--- src/design/bvst_pkg.sv ---
// ----------------------------------------------------------------------------
// bvst_pkg
// Shared types and constants for the bounded value set table.
// ----------------------------------------------------------------------------
package bvst_pkg;

	// Table geometry
	localparam int CAPACITY = 32;
	localparam int ADDR_W   = (CAPACITY > 1) ? $clog2(CAPACITY) : 1;
	localparam int CNT_W    = $clog2(CAPACITY + 1);
	localparam int VALUE_W  = 32;
	localparam int OP_W     = 2;
	localparam int STATUS_W = 3;
	localparam int SIZE_W   = 6;

	// Operation codes; the unused code behaves as a query
	typedef enum logic [OP_W-1:0] {
		OP_INSERT = 2'd0,
		OP_ERASE  = 2'd1,
		OP_QUERY  = 2'd2
	} op_t;

	// Result status codes
	typedef enum logic [STATUS_W-1:0] {
		ST_INSERTED = 3'd0,
		ST_PRESENT  = 3'd1,
		ST_FULL     = 3'd2,
		ST_ERASED   = 3'd3,
		ST_NOTFOUND = 3'd4
	} status_t;

	// Sequencer states
	typedef enum logic [2:0] {
		S_IDLE,
		S_SCAN,
		S_DECIDE,
		S_MOVE_RD,
		S_MOVE_WR,
		S_DONE
	} state_t;

	// One result transaction
	typedef struct packed {
		status_t             status;
		logic                present;
		logic [SIZE_W-1:0]   set_size;
	} result_t;

endpackage

--- src/design/bvst_cmd_if.sv ---
// ----------------------------------------------------------------------------
// bvst_cmd_if
// Command channel: operation and value, valid/ready handshake.
// ----------------------------------------------------------------------------
interface bvst_cmd_if;
	logic                                 valid;
	logic                                 ready;
	logic [bvst_pkg::OP_W-1:0]            op;
	logic signed [bvst_pkg::VALUE_W-1:0]  value;

	modport source (output valid, output op, output value, input ready);
	modport sink   (input valid, input op, input value, output ready);
endinterface

--- src/design/bvst_rsp_if.sv ---
// ----------------------------------------------------------------------------
// bvst_rsp_if
// Response channel: status, presence flag and set size, valid/ready handshake.
// ----------------------------------------------------------------------------
interface bvst_rsp_if;
	logic                               valid;
	logic                               ready;
	logic [bvst_pkg::STATUS_W-1:0]      status;
	logic                               present;
	logic [bvst_pkg::SIZE_W-1:0]        set_size;

	modport source (output valid, output status, output present, output set_size,
		input ready);
	modport sink   (input valid, input status, input present, input set_size,
		output ready);
endinterface

--- src/design/bounded_value_set_table_top.sv ---
// ----------------------------------------------------------------------------
// bounded_value_set_table_top
// Set of distinct signed 32-bit values in a fixed-capacity table with
// insert, erase (last entry fills the hole) and presence query.
// ----------------------------------------------------------------------------
//  channel | dir | fields                      | handshake
//  cmd     | in  | op, value                   | valid / ready
//  rsp     | out | status, present, set_size   | valid / ready
//
// Each command passes the idle, scan, decide and done states, skipping the scan
// on an empty table; an erase that removes an entry adds move-read and
// move-write. The scan reads one stored entry per cycle from the entry RAM and
// stops early on a match. A new command is taken once the previous result has
// been handed to the output register, which may still be waiting on rsp.ready.
// Reset clears the count; the entry RAM needs no clearing.
// rsp stalls hold the sequencer in its done state only if the output
// register is still occupied.
module bounded_value_set_table_top (
	input  logic          clk,
	input  logic          arst_n,
	bvst_cmd_if.sink      cmd,
	bvst_rsp_if.source    rsp
);
	logic                 res_valid;
	logic                 res_ready;
	bvst_pkg::result_t    res;
	logic                 out_vld_q;
	bvst_pkg::result_t    out_q;

	bvst_ctrl u_ctrl (
		.clk       (clk),
		.arst_n    (arst_n),
		.cmd       (cmd),
		.res_valid (res_valid),
		.res_ready (res_ready),
		.res       (res)
	);

	// Output register
	assign res_ready = !out_vld_q || rsp.ready;

	always_ff @(posedge clk or negedge arst_n) begin
		if (!arst_n) begin
			out_vld_q <= 1'b0;
		end else if (res_ready) begin
			out_vld_q <= res_valid;
		end
	end

	always_ff @(posedge clk) begin
		if (res_ready && res_valid) begin
			out_q <= res;
		end
	end

	assign rsp.valid    = out_vld_q;
	assign rsp.status   = out_q.status;
	assign rsp.present  = out_q.present;
	assign rsp.set_size = out_q.set_size;

	// Checks
	a_busy_after_accept: assert property (@(posedge clk) disable iff (!arst_n)
		(cmd.valid && cmd.ready) |=> !cmd.ready)
		else $error("command accepted while an operation is in flight");

	a_size_bound: assert property (@(posedge clk) disable iff (!arst_n)
		rsp.valid |-> (rsp.set_size <= bvst_pkg::SIZE_W'(bvst_pkg::CAPACITY)))
		else $error("set size above capacity");

	a_full_size: assert property (@(posedge clk) disable iff (!arst_n)
		(rsp.valid && rsp.status == bvst_pkg::ST_FULL)
		|-> (rsp.set_size == bvst_pkg::SIZE_W'(bvst_pkg::CAPACITY)))
		else $error("full status with table not full");

	a_status_presence: assert property (@(posedge clk) disable iff (!arst_n)
		(rsp.valid && (rsp.status == bvst_pkg::ST_ERASED
			|| rsp.status == bvst_pkg::ST_INSERTED))
		|-> (rsp.present == (rsp.status == bvst_pkg::ST_ERASED)))
		else $error("status disagrees with presence flag");
endmodule

--- src/design/bvst_ram.sv ---
// ----------------------------------------------------------------------------
// bvst_ram
// Generic simple dual-port RAM: one write port, one read port, registered
// read data.
// ----------------------------------------------------------------------------
module bvst_ram #(
	parameter int DEPTH = 32,
	parameter int WIDTH = 32,
	parameter int AW    = (DEPTH > 1) ? $clog2(DEPTH) : 1
) (
	input  logic                     clk,
	input  logic                     wr_en,
	input  logic [AW-1:0]            wr_addr,
	input  logic [WIDTH-1:0]         wr_data,
	input  logic                     rd_en,
	input  logic [AW-1:0]            rd_addr,
	output logic [WIDTH-1:0]         rd_data
);
	logic [WIDTH-1:0] mem [DEPTH];

	// Write port
	always_ff @(posedge clk) begin
		if (wr_en) begin
			mem[wr_addr] <= wr_data;
		end
	end

	// Read port, registered data
	always_ff @(posedge clk) begin
		if (rd_en) begin
			rd_data <= mem[rd_addr];
		end
	end
endmodule

--- src/design/bvst_ctrl.sv ---
// ----------------------------------------------------------------------------
// bvst_ctrl
// Operation sequencer: scans the entry memory one word per cycle, then
// inserts, moves the last entry into an erased slot, and keeps the count.
// ----------------------------------------------------------------------------
module bvst_ctrl (
	input  logic                              clk,
	input  logic                              arst_n,
	bvst_cmd_if.sink                          cmd,
	output logic                              res_valid,
	input  logic                              res_ready,
	output bvst_pkg::result_t                 res
);
	localparam int AW = bvst_pkg::ADDR_W;
	localparam int CW = bvst_pkg::CNT_W;
	localparam logic [CW-1:0] CAP = CW'(bvst_pkg::CAPACITY);

	bvst_pkg::state_t                 state_q, state_d;
	bvst_pkg::op_t                    op_q;
	logic [bvst_pkg::VALUE_W-1:0]     value_q;
	logic [CW-1:0]                    count_q;
	logic [CW-1:0]                    idx_q;
	logic                             found_q;
	logic [AW-1:0]                    slot_q;
	logic                             rd_vld_s1;
	logic [AW-1:0]                    rd_addr_s1;
	bvst_pkg::result_t                res_q;

	// Memory controls
	logic                             mem_wr_en;
	logic [AW-1:0]                    mem_wr_addr;
	logic [bvst_pkg::VALUE_W-1:0]     mem_wr_data;
	logic                             mem_rd_en;
	logic [AW-1:0]                    mem_rd_addr;
	logic [bvst_pkg::VALUE_W-1:0]     mem_rd_data;

	logic                             accept;
	logic                             hit;
	logic                             last_cmp;
	logic [CW-1:0]                    count_m1;

	bvst_ram #(
		.DEPTH (bvst_pkg::CAPACITY),
		.WIDTH (bvst_pkg::VALUE_W)
	) u_ram (
		.clk     (clk),
		.wr_en   (mem_wr_en),
		.wr_addr (mem_wr_addr),
		.wr_data (mem_wr_data),
		.rd_en   (mem_rd_en),
		.rd_addr (mem_rd_addr),
		.rd_data (mem_rd_data)
	);

	assign accept   = cmd.valid && cmd.ready;
	assign count_m1 = count_q - CW'(1);
	assign hit      = rd_vld_s1 && (mem_rd_data == value_q);
	assign last_cmp = rd_vld_s1 && ({1'b0, rd_addr_s1} == count_m1);

	// Next state and memory controls
	always_comb begin
		state_d     = state_q;
		cmd.ready   = 1'b0;
		res_valid   = 1'b0;
		mem_wr_en   = 1'b0;
		mem_wr_addr = count_q[AW-1:0];
		mem_wr_data = value_q;
		mem_rd_en   = 1'b0;
		mem_rd_addr = idx_q[AW-1:0];
		case (state_q)
			bvst_pkg::S_IDLE: begin
				cmd.ready = 1'b1;
				if (cmd.valid) begin
					state_d = (count_q == '0) ? bvst_pkg::S_DECIDE : bvst_pkg::S_SCAN;
				end
			end
			bvst_pkg::S_SCAN: begin
				// issue reads below the count, compare the word read last cycle
				mem_rd_en = (idx_q < count_q);
				if (hit || last_cmp) begin
					state_d = bvst_pkg::S_DECIDE;
				end
			end
			bvst_pkg::S_DECIDE: begin
				if (op_q == bvst_pkg::OP_INSERT) begin
					mem_wr_en = (count_q != CAP) && !found_q;
					state_d   = bvst_pkg::S_DONE;
				end else if (op_q == bvst_pkg::OP_ERASE && found_q) begin
					state_d = bvst_pkg::S_MOVE_RD;
				end else begin
					state_d = bvst_pkg::S_DONE;
				end
			end
			bvst_pkg::S_MOVE_RD: begin
				mem_rd_en   = 1'b1;
				mem_rd_addr = count_m1[AW-1:0];
				state_d     = bvst_pkg::S_MOVE_WR;
			end
			bvst_pkg::S_MOVE_WR: begin
				// last entry drops into the erased slot
				mem_wr_en   = 1'b1;
				mem_wr_addr = slot_q;
				mem_wr_data = mem_rd_data;
				state_d     = bvst_pkg::S_DONE;
			end
			bvst_pkg::S_DONE: begin
				res_valid = 1'b1;
				if (res_ready) begin
					state_d = bvst_pkg::S_IDLE;
				end
			end
			default: begin
				state_d = bvst_pkg::S_IDLE;
			end
		endcase
	end

	// Control registers
	always_ff @(posedge clk or negedge arst_n) begin
		if (!arst_n) begin
			state_q   <= bvst_pkg::S_IDLE;
			count_q   <= '0;
			rd_vld_s1 <= 1'b0;
		end else begin
			state_q   <= state_d;
			rd_vld_s1 <= mem_rd_en && (state_q == bvst_pkg::S_SCAN);
			if (state_q == bvst_pkg::S_DECIDE && op_q == bvst_pkg::OP_INSERT
					&& count_q != CAP && !found_q) begin
				count_q <= count_q + CW'(1);
			end else if (state_q == bvst_pkg::S_MOVE_WR) begin
				count_q <= count_m1;
			end
		end
	end

	// Item registers, scan pointer and result
	always_ff @(posedge clk) begin
		if (accept) begin
			op_q    <= bvst_pkg::op_t'(cmd.op);
			value_q <= cmd.value;
			idx_q   <= '0;
			found_q <= 1'b0;
		end
		if (state_q == bvst_pkg::S_SCAN) begin
			if (mem_rd_en) begin
				idx_q <= idx_q + CW'(1);
			end
			rd_addr_s1 <= mem_rd_addr;
			if (hit) begin
				found_q <= 1'b1;
				slot_q  <= rd_addr_s1;
			end
		end
		if (state_q == bvst_pkg::S_DECIDE) begin
			res_q.present  <= found_q;
			res_q.set_size <= (op_q == bvst_pkg::OP_INSERT && count_q != CAP && !found_q)
				? bvst_pkg::SIZE_W'(count_q + CW'(1)) : bvst_pkg::SIZE_W'(count_q);
			if (op_q == bvst_pkg::OP_INSERT) begin
				if (count_q == CAP) begin
					res_q.status <= bvst_pkg::ST_FULL;
				end else if (found_q) begin
					res_q.status <= bvst_pkg::ST_PRESENT;
				end else begin
					res_q.status <= bvst_pkg::ST_INSERTED;
				end
			end else if (found_q) begin
				res_q.status <= (op_q == bvst_pkg::OP_ERASE) ? bvst_pkg::ST_ERASED
					: bvst_pkg::ST_PRESENT;
			end else begin
				res_q.status <= bvst_pkg::ST_NOTFOUND;
			end
		end
		if (state_q == bvst_pkg::S_MOVE_WR) begin
			res_q.set_size <= bvst_pkg::SIZE_W'(count_m1);
		end
	end

	assign res = res_q;
endmodule
--- src/flat_wrapper.sv ---
// flat-port wrapper written by rule: the top's interface ports become plain ports
module bounded_value_set_table_top_flat 
  (clk, arst_n, cmd_valid, cmd_op, cmd_value, cmd_ready, rsp_valid, rsp_status, rsp_present, rsp_set_size, rsp_ready);
  bvst_cmd_if cmd_i ();
  bvst_rsp_if rsp_i ();
  input  logic clk;
  input  logic arst_n;
  input wire logic [$bits(cmd_i.valid)-1:0] cmd_valid;
  input wire logic [$bits(cmd_i.op)-1:0] cmd_op;
  input wire logic [$bits(cmd_i.value)-1:0] cmd_value;
  output wire logic [$bits(cmd_i.ready)-1:0] cmd_ready;
  output wire logic [$bits(rsp_i.valid)-1:0] rsp_valid;
  output wire logic [$bits(rsp_i.status)-1:0] rsp_status;
  output wire logic [$bits(rsp_i.present)-1:0] rsp_present;
  output wire logic [$bits(rsp_i.set_size)-1:0] rsp_set_size;
  input wire logic [$bits(rsp_i.ready)-1:0] rsp_ready;
  assign cmd_i.valid = cmd_valid;
  assign cmd_i.op = cmd_op;
  assign cmd_i.value = cmd_value;
  assign cmd_ready = cmd_i.ready;
  assign rsp_valid = rsp_i.valid;
  assign rsp_status = rsp_i.status;
  assign rsp_present = rsp_i.present;
  assign rsp_set_size = rsp_i.set_size;
  assign rsp_i.ready = rsp_ready;
  bounded_value_set_table_top u_core (.clk(clk), .arst_n(arst_n), .cmd(cmd_i), .rsp(rsp_i));
endmodule
--- config.mk ---
export PLATFORM = sky130hd
export DESIGN_NAME = bounded_value_set_table_top_flat
export DESIGN_NICKNAME = d
export VERILOG_FILES = /design/src/design/bvst_pkg.sv /design/src/design/bvst_cmd_if.sv /design/src/design/bvst_rsp_if.sv /design/src/design/bounded_value_set_table_top.sv /design/src/design/bvst_ram.sv /design/src/design/bvst_ctrl.sv /design/src/flat_wrapper.sv
export SDC_FILE = /design/constraint.sdc
export NUM_CORES = 1
export LEC_CHECK = 0
export ABC_CLOCK_PERIOD_IN_PS = 7500
export BUFFER_PORTS_ARGS = -buffer_cell sky130_fd_sc_hd__buf_2
export CAP_MARGIN = 10
export CORE_AREA = 4 4 489 346
export CTS_BUF_LIST = sky130_fd_sc_hd__clkbuf_8
export DETAILED_ROUTE_END_ITERATION = 6
export DIE_AREA = 0 0 493 350
export PLACE_DENSITY = 0.47
export SLEW_MARGIN = 15
export SYNTH_ARGS = -nofsm -noshare
export SYNTH_HDL_FRONTEND = slang
export SYNTH_SLANG_ARGS = --single-unit
--- constraint.sdc ---
create_clock -name clk -period 7.5 [get_ports clk]
set_input_delay 0.75 -clock clk [delete_from_list [all_inputs] [get_ports clk]]
set_output_delay 0.75 -clock clk [all_outputs]
set_load 0.02 [all_outputs]
After elaboration in Yosys (flattened, before gate mapping) --
Memory sizes are Yosys's and may differ from the RTL's. A register that Yosys moved wholly into a read port is not among the register bits. Index checks and enable logic that the tools add are counted.
Word-level totals: register bits after elaboration 82, RAM bits 1024, bits of input ports 38, output and inout bits 12, word-level logic and storage cells 90, memories 1
Operators by class: $add $sub $neg 3, magnitude comparators 1, equal/unequal tests 13, mux-type cells 33, reductions and logical operators 23
Memory list:
- u_core.u_ctrl.u_ram.mem | words 32, width 32, rd ports 1, clocked after memory_dff 1, wr ports 1, RTL line bvst_ram.sv:19 | logic [WIDTH-1:0] mem [DEPTH];
Operators with widths (number):
- 6-bit two-way mux | 8
- 32-bit == test | 1
- 32-bit two-way mux | 1
- 3-bit two-way mux | 7
- 3-bit one-hot mux with 6 select lines | 1
- 6-bit by 1-bit adder with 6-bit output (second input constant) | 2
- 1-bit logical AND | 12
- 5-bit two-way mux | 2
- 1-bit two-way mux | 9
- 3-bit by 2-bit == test with 1-bit output (second input constant) | 2
- 3-bit == test (second input constant) | 2
- 5-bit by 6-bit == test with 1-bit output | 1
- 6-bit == test (second input constant) | 1
- 6-bit logical NOT | 1
- 6-bit less-than comparator | 1
- 2-bit two-way mux | 3
- 6-bit inequality test (second input constant) | 1
- 6-bit by 1-bit subtractor with 6-bit output (second input constant) | 1
- 2-bit inequality test (second input constant) | 2
- 1-bit one-hot mux with 2 select lines | 2
- 2-bit nonzero test | 2
- 3-bit by 1-bit == test with 1-bit output (second input constant) | 1
- 3-bit logical NOT | 1
- 3-bit AND reduction | 1
- other kinds (6) | 8

Longest topological paths before layout --
Gate-level depths: netlist of the first run.
depth in word-level cells 6, depth in mapped cells 14, gate-level depth less buffers 9

Hierarchy --
A second synthesis of the first run with hierarchy kept.
Second synthesis, totals: cell total of the unflattened synthesis 2671, area total of the unflattened synthesis 45074.5 um2
Modules (own cells, without submodules):
- bvst_ram | times used 1, cells an instance 2260, area each 40805.4 um2, seq. area each 31710.4 um2
- bvst_ctrl | times used 1, cells an instance 397, area each 3915.0 um2, seq. area each 2011.9 um2
- bounded_value_set_table_top | times used 1, cells an instance 14, area each 354.1 um2, seq. area each 325.3 um2

Worst setup path after synthesis of the first run --
No wires, ideal clock.
path kind reg2reg, start register u_core.u_ctrl.count_q[0], end memory u_core.u_ctrl.u_ram.mem[10][0] (enable), setup time 0.421 ns, arrival 3.421 ns, required time 7.079 ns, slack 3.658 ns, stages on the path, launching flop included 10, buffers on the path 2, clock period less this slack 3.842 ns, cell sequence dfrtp_1 -> buf_2 -> inv_1 -> ha_1 -> and3_1 -> a2111oi_4 -> and2_1 -> buf_2 -> a32oi_1 -> nor2_1
Between the ends: word-level cells in the longest chain between the ends 6, elaborated cells between the ends (all ways) 7, those cells by class eq/ne (1); mux (5); reduce/logical (1)
RTL lines:
- start, declared | RTL line bvst_ctrl.sv:21 | logic [CW-1:0] count_q;
- start signal, assigned | RTL line bvst_ctrl.sv:129 | count_q <= count_q + CW'(1);
- start signal, assigned | RTL line bvst_ctrl.sv:131 | count_q <= count_m1;
- 6-bit inequality test | RTL line bvst_ctrl.sv:86 | mem_wr_en = (count_q != CAP) && !found_q;
- 1-bit logical AND | RTL line bvst_ctrl.sv:86
- 1-bit two-way mux | RTL line bvst_ctrl.sv:85 | if (op_q == bvst_pkg::OP_INSERT) begin
- 1-bit one-hot mux with 2 select lines | RTL line bvst_ctrl.sv:70 | case (state_q)
- 1-bit two-way mux | RTL line bvst_ram.sv:23 | if (wr_en) begin
- 1-bit two-way mux (not written as such) | RTL line bvst_ram.sv:24 | mem[wr_addr] <= wr_data;
- end, declared | RTL line bvst_ram.sv:19
Several ways; a longest one is shown, not always the timed one.

Final worst setup path of the first run --
start register u_core.u_ctrl.count_q[0], end memory u_core.u_ctrl.u_ram.mem[27][6] (enable)
Same word-level chain as after synthesis.

==> results of run 1 <==
[placed cells by master (no fill, tap or decap), drive strengths merged, types with 4 or more instances in the layout]
cell / synthesis / routed
ha: 9 / 9
o21ai: 23 / 23
xor2: 30 / 30
clkinv: 0 / 64
dfrtp: 11 / 11
mux4: 248 / 248
edfxtp: 1120 / 1120
nor3: 4 / 4
buf: 112 / 118
a21o: 5 / 5
xnor2: 21 / 21
a31oi: 127 / 127
clkinvlp: 0 / 6
nand3b: 6 / 6
bufinv: 0 / 4
nand2b: 5 / 5
o31ai: 5 / 5
nand4: 6 / 6
o22ai: 128 / 128
nand3: 30 / 30
nand2: 659 / 659
dlygate4sd3: 0 / 33
nor2: 47 / 47
a21oi: 13 / 13
clkbuf: 90 / 179
nor4: 41 / 41
mux2: 124 / 124
dfxtp: 7 / 7
inv: 16 / 71
and2: 4 / 4
and3: 129 / 129
[metrics by stage]
| step | cells | hold slack [ns] | utilization |
|---|---|---|---|
| 3_3_place_gp | 5185 | 0.401 | 0.315 |
| 4_1_cts | 5526 | 0.0145 | 0.336 |
| 6_report | 5529 | 0.119 | 0.336 |
| 3_5_place_dp | 5185 | 0.405 | 0.315 |
| 5_1_grt | 5528 | 0.0705 | 0.336 |
| 2_1_floorplan | 3047 | 0.400 | - |
[sequential cells by signal, summed over array words and instances, names as in the netlist]
name / flops
u_core.u_ctrl.state_q: 3
u_core.u_ctrl.u_ram.rd_data: 32
u_core.u_ctrl.slot_q: 5
u_core.u_ctrl.idx_q: 6
u_core.u_ctrl.rd_addr_s1: 5
u_core.u_ctrl.count_q: 6
u_core.u_ctrl.u_ram.mem: 1024
u_core.u_ctrl.found_q: 1
u_core.rsp.valid: 1
u_core.u_ctrl.op_q: 2
u_core.u_ctrl.value_q: 32
u_core.u_ctrl.res: 10
u_core.u_ctrl.rd_vld_s1: 1
u_core.rsp.set_size: 6
u_core.rsp.present: 1
u_core.rsp.status: 3
[cell families (layout without fill, tap and decap cells)]
| logic type | Yosys count | in the layout | synth area share |
|---|---|---|---|
| compound gates | 313 | 313 | 0.0402 |
| xor+xnor | 51 | 51 | 0.00910 |
| fa+ha+maj | 9 | 9 | 0.00229 |
| buf+inv | 218 | 475 | 0.0235 |
| flops | 1138 | 1138 | 0.694 |
| mux | 374 | 374 | 0.143 |
| other cells | 0 | 3 | 0 |
| simple gates | 944 | 944 | 0.0883 |
[routing by layer]
layer / global-route usage / routed length (um) / vias to the layer above
met5: 0 / 0 / -
met4: 0.0484 / 3130 / 0
met3: 0.0342 / 10900 / 201
met2: 0.233 / 61100 / 1054
met1: 0.268 / 73700 / 14925
li1: - / - / 12220
[final cells by class]
| type | count | area (um^2) | area share |
|---|---|---|---|
| antenna | 3 | 7.51 | 0.000136 |
| multi-input combinational | 1691 | 14200 | 0.256 |
| timing repair buffer | 151 | 1120 | 0.0202 |
| tap | 2222 | 2780 | 0.0502 |
| inverter | 16 | 91.3 | 0.00165 |
| clock inverter | 129 | 674 | 0.0122 |
| sequential | 1138 | 34100 | 0.615 |
| clock buffer | 179 | 2460 | 0.0445 |
[worst reg2reg max path: stages, from the launching register on]
cell       delay, ns
dfrtp_4         0.97
inv_1           0.32
ha_1            0.28
and3_1          0.21
a2111oi_4       0.54
and2_1          0.43
a31oi_2         0.14
buf_4           0.26
nor2_4          0.86
buf_4           0.57
[power groups by stage]
stage	clock [W]	sequential [W]	combinational [W]
6_report	0.00490	0.00848	0.00779
3_5_place_dp	0	0.00861	0.00780
4_1_cts	0.00503	0.00849	0.00783
5_1_grt	0.00534	0.00852	0.00844
3_3_place_gp	0	0.00862	0.00776
2_1_floorplan	0	0.00837	0.00570
[worst max-delay path by stage]
stage                                   startpoint                             end  cells after the start
final                     u_core.u_ctrl.count_q[0]  u_core.u_ctrl.u_ram.mem[27][6]                      9
after global routing      u_core.u_ctrl.count_q[0]  u_core.u_ctrl.u_ram.mem[27][6]                      9
after CTS                 u_core.u_ctrl.count_q[0]  u_core.u_ctrl.u_ram.mem[27][6]                      9
after detailed placement  u_core.u_ctrl.count_q[0]  u_core.u_ctrl.u_ram.mem[27][8]                      9
after global placement    u_core.u_ctrl.count_q[0]  u_core.u_ctrl.u_ram.mem[27][8]                      9
after floorplan           u_core.u_ctrl.count_q[0]  u_core.u_ctrl.u_ram.mem[10][0]                      9
==> results.json, run 1 <==
{
  "drive_gt1_frac": 0.234,
  "post_cts_buffers": 0,
  "holdBufCountCts": 33,
  "drtIter0Drc": 3142,
  "regToRegStartpoint": "u_core.u_ctrl.count_q[0]",
  "p_clk_frac": 0.231,
  "rsz0062_at_grt": "no",
  "dpl.hpwl_um": 80500,
  "reg2reg_slack_ns": 2.52,
  "cts-root-buf": "clkbuf_8",
  "cts_buffers": 173,
  "hold_path_depth": 1,
  "intPower_w": 0.0134,
  "avgRoutedWirePerCell_um": 26.9,
  "path_common_cell": "buf_4",
  "cts_max_path_buffers": 3,
  "reg2reg_to": "u_core.u_ctrl.u_ram.mem[27][6]",
  "grt_pass1_wl_um": 210000,
  "synth_area_leader_cell": "edfxtp_1",
  "grt_overflow": 0,
  "async_reset_ff_frac": 0.00967,
  "finalNetCount": 3218,
  "fmax_ghz": 0.201,
  "min_to": "u_core.u_ctrl.value_q[3]",
  "skew_ns": 0.0365,
  "drv_slew": 0,
  "critical_path.top_delay_family": "simple AND/OR/NAND/NOR gates",
  "syn_inst": 3047,
  "slew_headroom": 0.199,
  "maxCapViolations": 0,
  "portBuffers": 49,
  "place_ws_ns": 2.48,
  "antenna_left": 0,
  "ctsResizeCount": 0,
  "synth-edff-count": 1120,
  "slowest_delay_ns": 0.97,
  "path_buf_inv": 3,
  "ioPinCount": 50,
  "hold_start": "cmd_value[3]",
  "synth_common_cells": "edfxtp_1, nand2_1, mux4_2",
  "synth_cell_types": 58,
  "swShare": 0.367,
  "tightestPinTransition_ns": 1.20,
  "cts.sinks": 1138,
  "hold_viol_final": 0,
  "endpoint_kind": "flop",
  "synth_fp_nets": 3094,
  "reg2regPathDepth": 9,
  "rows": 125,
  "synth_top_area_share": 0.685,
  "crit_chain": "inv_1 -> ha_1 -> and3_1 -> a2111oi_4 -> and2_1 -> a31oi_2 -> buf_4 -> nor2_4 -> buf_4",
  "antenna_found_initial": 3,
  "min_period_ns": 4.98,
  "gp_congestion": 0.752,
  "ys_seq_area_frac": 0.694,
  "finalInstanceArea_mm2": 0.0554,
  "period_share": 0.664,
  "required_ns": 7.99,
  "worstSkewPairLatency_ns": 0.88,
  "path_clk_slew_ns": 0.06,
  "synth.most_common_cell": "edfxtp_1",
  "leakage_nw": 18.1,
  "syn_avg_cell_area_um2": 16.1,
  "die_h_um": 350,
  "place_area_mm2": 0.0519,
  "area_growth_pct": 12.8,
  "fp.dieArea_mm2": 0.173,
  "power_density_mw_per_mm2": 382,
  "h-tree-depth": 4,
  "vias_per_cell": 5.14,
  "post-route-drc-count": 0,
  "holdCritPathClass": "primary input to flop",
  "num-fill-cells": 16001,
  "comb_power_share": 0.368,
  "setup_slack_ns": 2.52,
  "setup_viol_count_final": 0,
  "crit_arrival_ns": 5.47,
  "sequentialPowerShare": 0.401,
  "outcome": "finished, final reports clean",
  "setup.worst_path.start_class": "flop",
  "yosysWarningCount": 0,
  "cp_slowest_cell": "dfrtp_4",
  "vias": 28400,
  "finalSetupTns_ns": 0,
  "irDropWorstVdd_uv": 349,
  "drt-total-wl_um": 149000,
  "fp.dieW_um": 493,
  "design.core.area_mm2": 0.165,
  "p_sw_w": 0.00777,
  "grt_util_all_layers": 0.170,
  "synthFlopType": "edfxtp_1",
  "cts_tree": "done",
  "grt_max_degree": 200,
  "synth_area_mm2": 0.0491,
  "grt_pass1_vias": 27525,
  "ys_seq_elements": 1138,
  "synth.area.top_cells": "edfxtp_1, mux4_2, nand2_1",
  "crit_fanout": 39,
  "firstDrtPassIters": 6,
  "finalPower_w": 0.0212,
  "start_util": 0.298,
  "critical_path_class": "flop to flop"
}
No activity file was read; power rests on OpenSTA's default activity.
==> run 2, diff against run 1 <==
--- a/config.mk
+++ b/config.mk
@@ -5,14 +5,14 @@
 export SDC_FILE = /design/constraint.sdc
 export NUM_CORES = 1
 export LEC_CHECK = 0
-export ABC_CLOCK_PERIOD_IN_PS = 7500
+export ABC_CLOCK_PERIOD_IN_PS = 4200
 export BUFFER_PORTS_ARGS = -buffer_cell sky130_fd_sc_hd__buf_2
 export CAP_MARGIN = 10
 export CORE_AREA = 4 4 489 346
 export CTS_BUF_LIST = sky130_fd_sc_hd__clkbuf_8
 export DETAILED_ROUTE_END_ITERATION = 6
 export DIE_AREA = 0 0 493 350
-export PLACE_DENSITY = 0.47
+export PLACE_DENSITY = 0.48
 export SLEW_MARGIN = 15
 export SYNTH_ARGS = -nofsm -noshare
 export SYNTH_HDL_FRONTEND = slang
==> constraint.sdc (replaced) <==
create_clock -name clk -period 4.2 [get_ports clk]
set_input_delay 0.42 -clock clk [delete_from_list [all_inputs] [get_ports clk]]
set_output_delay 0.42 -clock clk [all_outputs]
set_load 0.02 [all_outputs]
==> run 2 against run 1 <==
  * Sequential share of layout area decreased by 1.4 points
  * Combinational power grew 91%
  * Critical endpoint is now u_core.u_ctrl.u_ram.rd_data[12]
  * Non-clock buffer count up 76
  * Maximum frequency increased by 23%
  * Total power grew 82%
  * Cell count is 1.4% higher
  * Worst setup slack worse by 2.4 ns
  * Clock power increased by 77%
  * Design area increased by 2.4%
  * First-iteration DRC count fell by 6.6%
==> results.json, run 2 (same netlist as run 1, synthesis figures left out) <==
{
  "outcome": "finished, final reports clean",
  "drt-total-wl_um": 145000,
  "min_period_ns": 4.04,
  "cts_buffers": 172,
  "h-tree-depth": 4,
  "final_cell_mix": "edfxtp_1, nand2_1, mux4_2",
  "grt_max_degree": 133,
  "cts_tree": "done",
  "post-route-util": 0.344,
  "setup_viol_count_final": 0,
  "drtIter0Drc": 2935,
  "ctsResizeCount": 0,
  "cts-root-buf": "clkbuf_8",
  "finalNetCount": 3293,
  "grtUsageMet1": 0.260,
  "design.core.area_mm2": 0.165,
  "largest_register_ffs": 1024,
  "irDropWorstVdd_uv": 682,
  "p_sw_w": 0.0142,
  "num-fill-cells": 15895,
  "fmax_ghz": 0.247,
  "firstDrtPassIters": 5,
  "post_cts_buffers": 0,
  "setup_slack_ns": 0.159,
  "grt_busiest_layer": "met1",
  "maxCapViolations": 0,
  "area_growth_pct": 15.5,
  "rows": 125,
  "setup.worst_path.start_class": "flop",
  "mostFrequentLayoutCell": "edfxtp_1",
  "grt_pass1_vias": 27721,
  "crit_arrival_ns": 4.66,
  "slew_headroom": 0.215,
  "cts.sinks": 1138,
  "sequentialPowerShare": 0.389,
  "crit_chain": "inv_1 -> ha_1 -> nor3b_2 -> xnor2_1 -> o31ai_1 -> nand2_2 -> buf_4 -> o22ai_1 -> nor4_2",
  "die_h_um": 350,
  "drv_slew": 0,
  "grt_overflow": 0,
  "critical_path_class": "flop to flop",
  "start_util": 0.298,
  "cp_slowest_cell": "nand2_2",
  "grtUsageMet3": 0.0287,
  "grtUsageMet2": 0.237,
  "crit_fanout": 19,
  "place_ws_ns": 0.303,
  "grt_util_all_layers": 0.166,
  "period_share": 0.962,
  "vias_per_cell": 5.11,
  "power_density_mw_per_mm2": 680,
  "avgRoutedWirePerCell_um": 25.9,
  "finalInstanceArea_mm2": 0.0567,
  "p_clk_frac": 0.225,
  "dpl.hpwl_um": 81100,
  "intPower_w": 0.0244,
  "grt_pass1_wl_um": 208000,
  "tightestPinTransition_ns": 1.18,
  "holdWs_ns": 0.207,
  "path_clk_slew_ns": 0.06,
  "comb_power_share": 0.387,
  "portBuffers": 49,
  "worstSkewPairLatency_ns": 0.93,
  "endpoint_kind": "flop",
  "skew_ns": 0.0530,
  "fp.dieArea_mm2": 0.173,
  "required_ns": 4.82,
  "finalSetupTns_ns": 0,
  "antenna_found_initial": 2,
  "reg2reg_slack_ns": 0.16,
  "place_area_mm2": 0.0532,
  "hold_viol_final": 0,
  "critPathCapture": "u_core.u_ctrl.u_ram.rd_data[12]",
  "holdBufCountCts": 38,
  "rsz0062_at_grt": "no",
  "drive_gt1_frac": 0.245,
  "reg2reg_to": "u_core.u_ctrl.u_ram.rd_data[12]",
  "ioPinCount": 50,
  "gp_congestion": 0.773,
  "regToRegStartpoint": "u_core.u_ctrl.count_q[1]",
  "antenna_left": 0,
  "vias": 28642,
  "worstSetupStartpoint": "u_core.u_ctrl.count_q[1]",
  "fp.dieW_um": 493,
  "post-route-drc-count": 0,
  "holdCritPathClass": "primary input to flop",
  "reg2regPathDepth": 9,
  "reg_top3": "u_core.u_ctrl.u_ram.mem x1024, u_core.u_ctrl.u_ram.rd_data x32, u_core.u_ctrl.value_q x32",
  "swShare": 0.368,
  "leakage_nw": 18.7,
  "largest_register": "u_core.u_ctrl.u_ram.mem",
  "cts_max_path_buffers": 3,
  "slowest_delay_ns": 0.62
}
==> run 2: worst max-delay path: cells and delay by family (launching register included) <==
family	cells	cell delay (ns)
adder cells (fa/ha/maj)	1	0.36
AO/OA/AOI/OAI	2	1.03
AND/OR/NAND/NOR	3	1.06
XOR/XNOR	1	0.13
flip-flops	1	0.48
buffers and inverters	2	0.65
==> run 2: metal layers <==
| metal | up-vias | part of all wire |
|---|---|---|
| met5 | - | 0 |
| met3 | 146 | 0.068 |
| li1 | 12387 | - |
| met4 | 0 | 0.014 |
| met2 | 969 | 0.43 |
| met1 | 15140 | 0.49 |
==> run 2: final cells by class <==
class                           count  area, um^2  area share
Antenna cell                        7        17.5    0.000309
Sequential cell                  1138       34100       0.601
Multi-Input combinational cell   1691       14200       0.250
Clock inverter                    134         736      0.0130
Inverter                           16        91.3     0.00161
Clock buffer                      173        2380      0.0420
Timing Repair Buffer              227        2480      0.0437
Tap cell                         2222        2780      0.0490
==> run 2: power by group through the flow <==
| stage | sequential (W) | clock, W | combinational [W] |
|---|---|---|---|
| after detailed placement | 0.0152 | 0 | 0.0149 |
| final | 0.0150 | 0.00865 | 0.0149 |
| after CTS | 0.0150 | 0.00896 | 0.0150 |
| after global placement | 0.0152 | 0 | 0.0149 |
| after floorplan | 0.0149 | 0 | 0.0102 |
| after global routing | 0.0150 | 0.00952 | 0.0161 |
==> run 2: per-stage QoR <==
| stage | instances | power, W |
|---|---|---|
| global placement | 5256 | 0.0301 |
| detailed placement | 5256 | 0.0301 |
| global route | 5606 | 0.0406 |
| floorplan | 3047 | 0.0251 |
| CTS | 5601 | 0.0390 |
| finish | 5608 | 0.0385 |
==> run 2: how the worst min path moves through the flow <==
stage,to,from,cells after the start
floorplan,u_core.rsp.valid,arst_n,0
global placement,u_core.rsp.valid,arst_n,1
detailed placement,u_core.rsp.valid,arst_n,1
CTS,u_core.u_ctrl.value_q[17],cmd_value[17],2
global route,u_core.u_ctrl.value_q[24],cmd_value[24],2
finish,u_core.u_ctrl.value_q[17],cmd_value[17],2
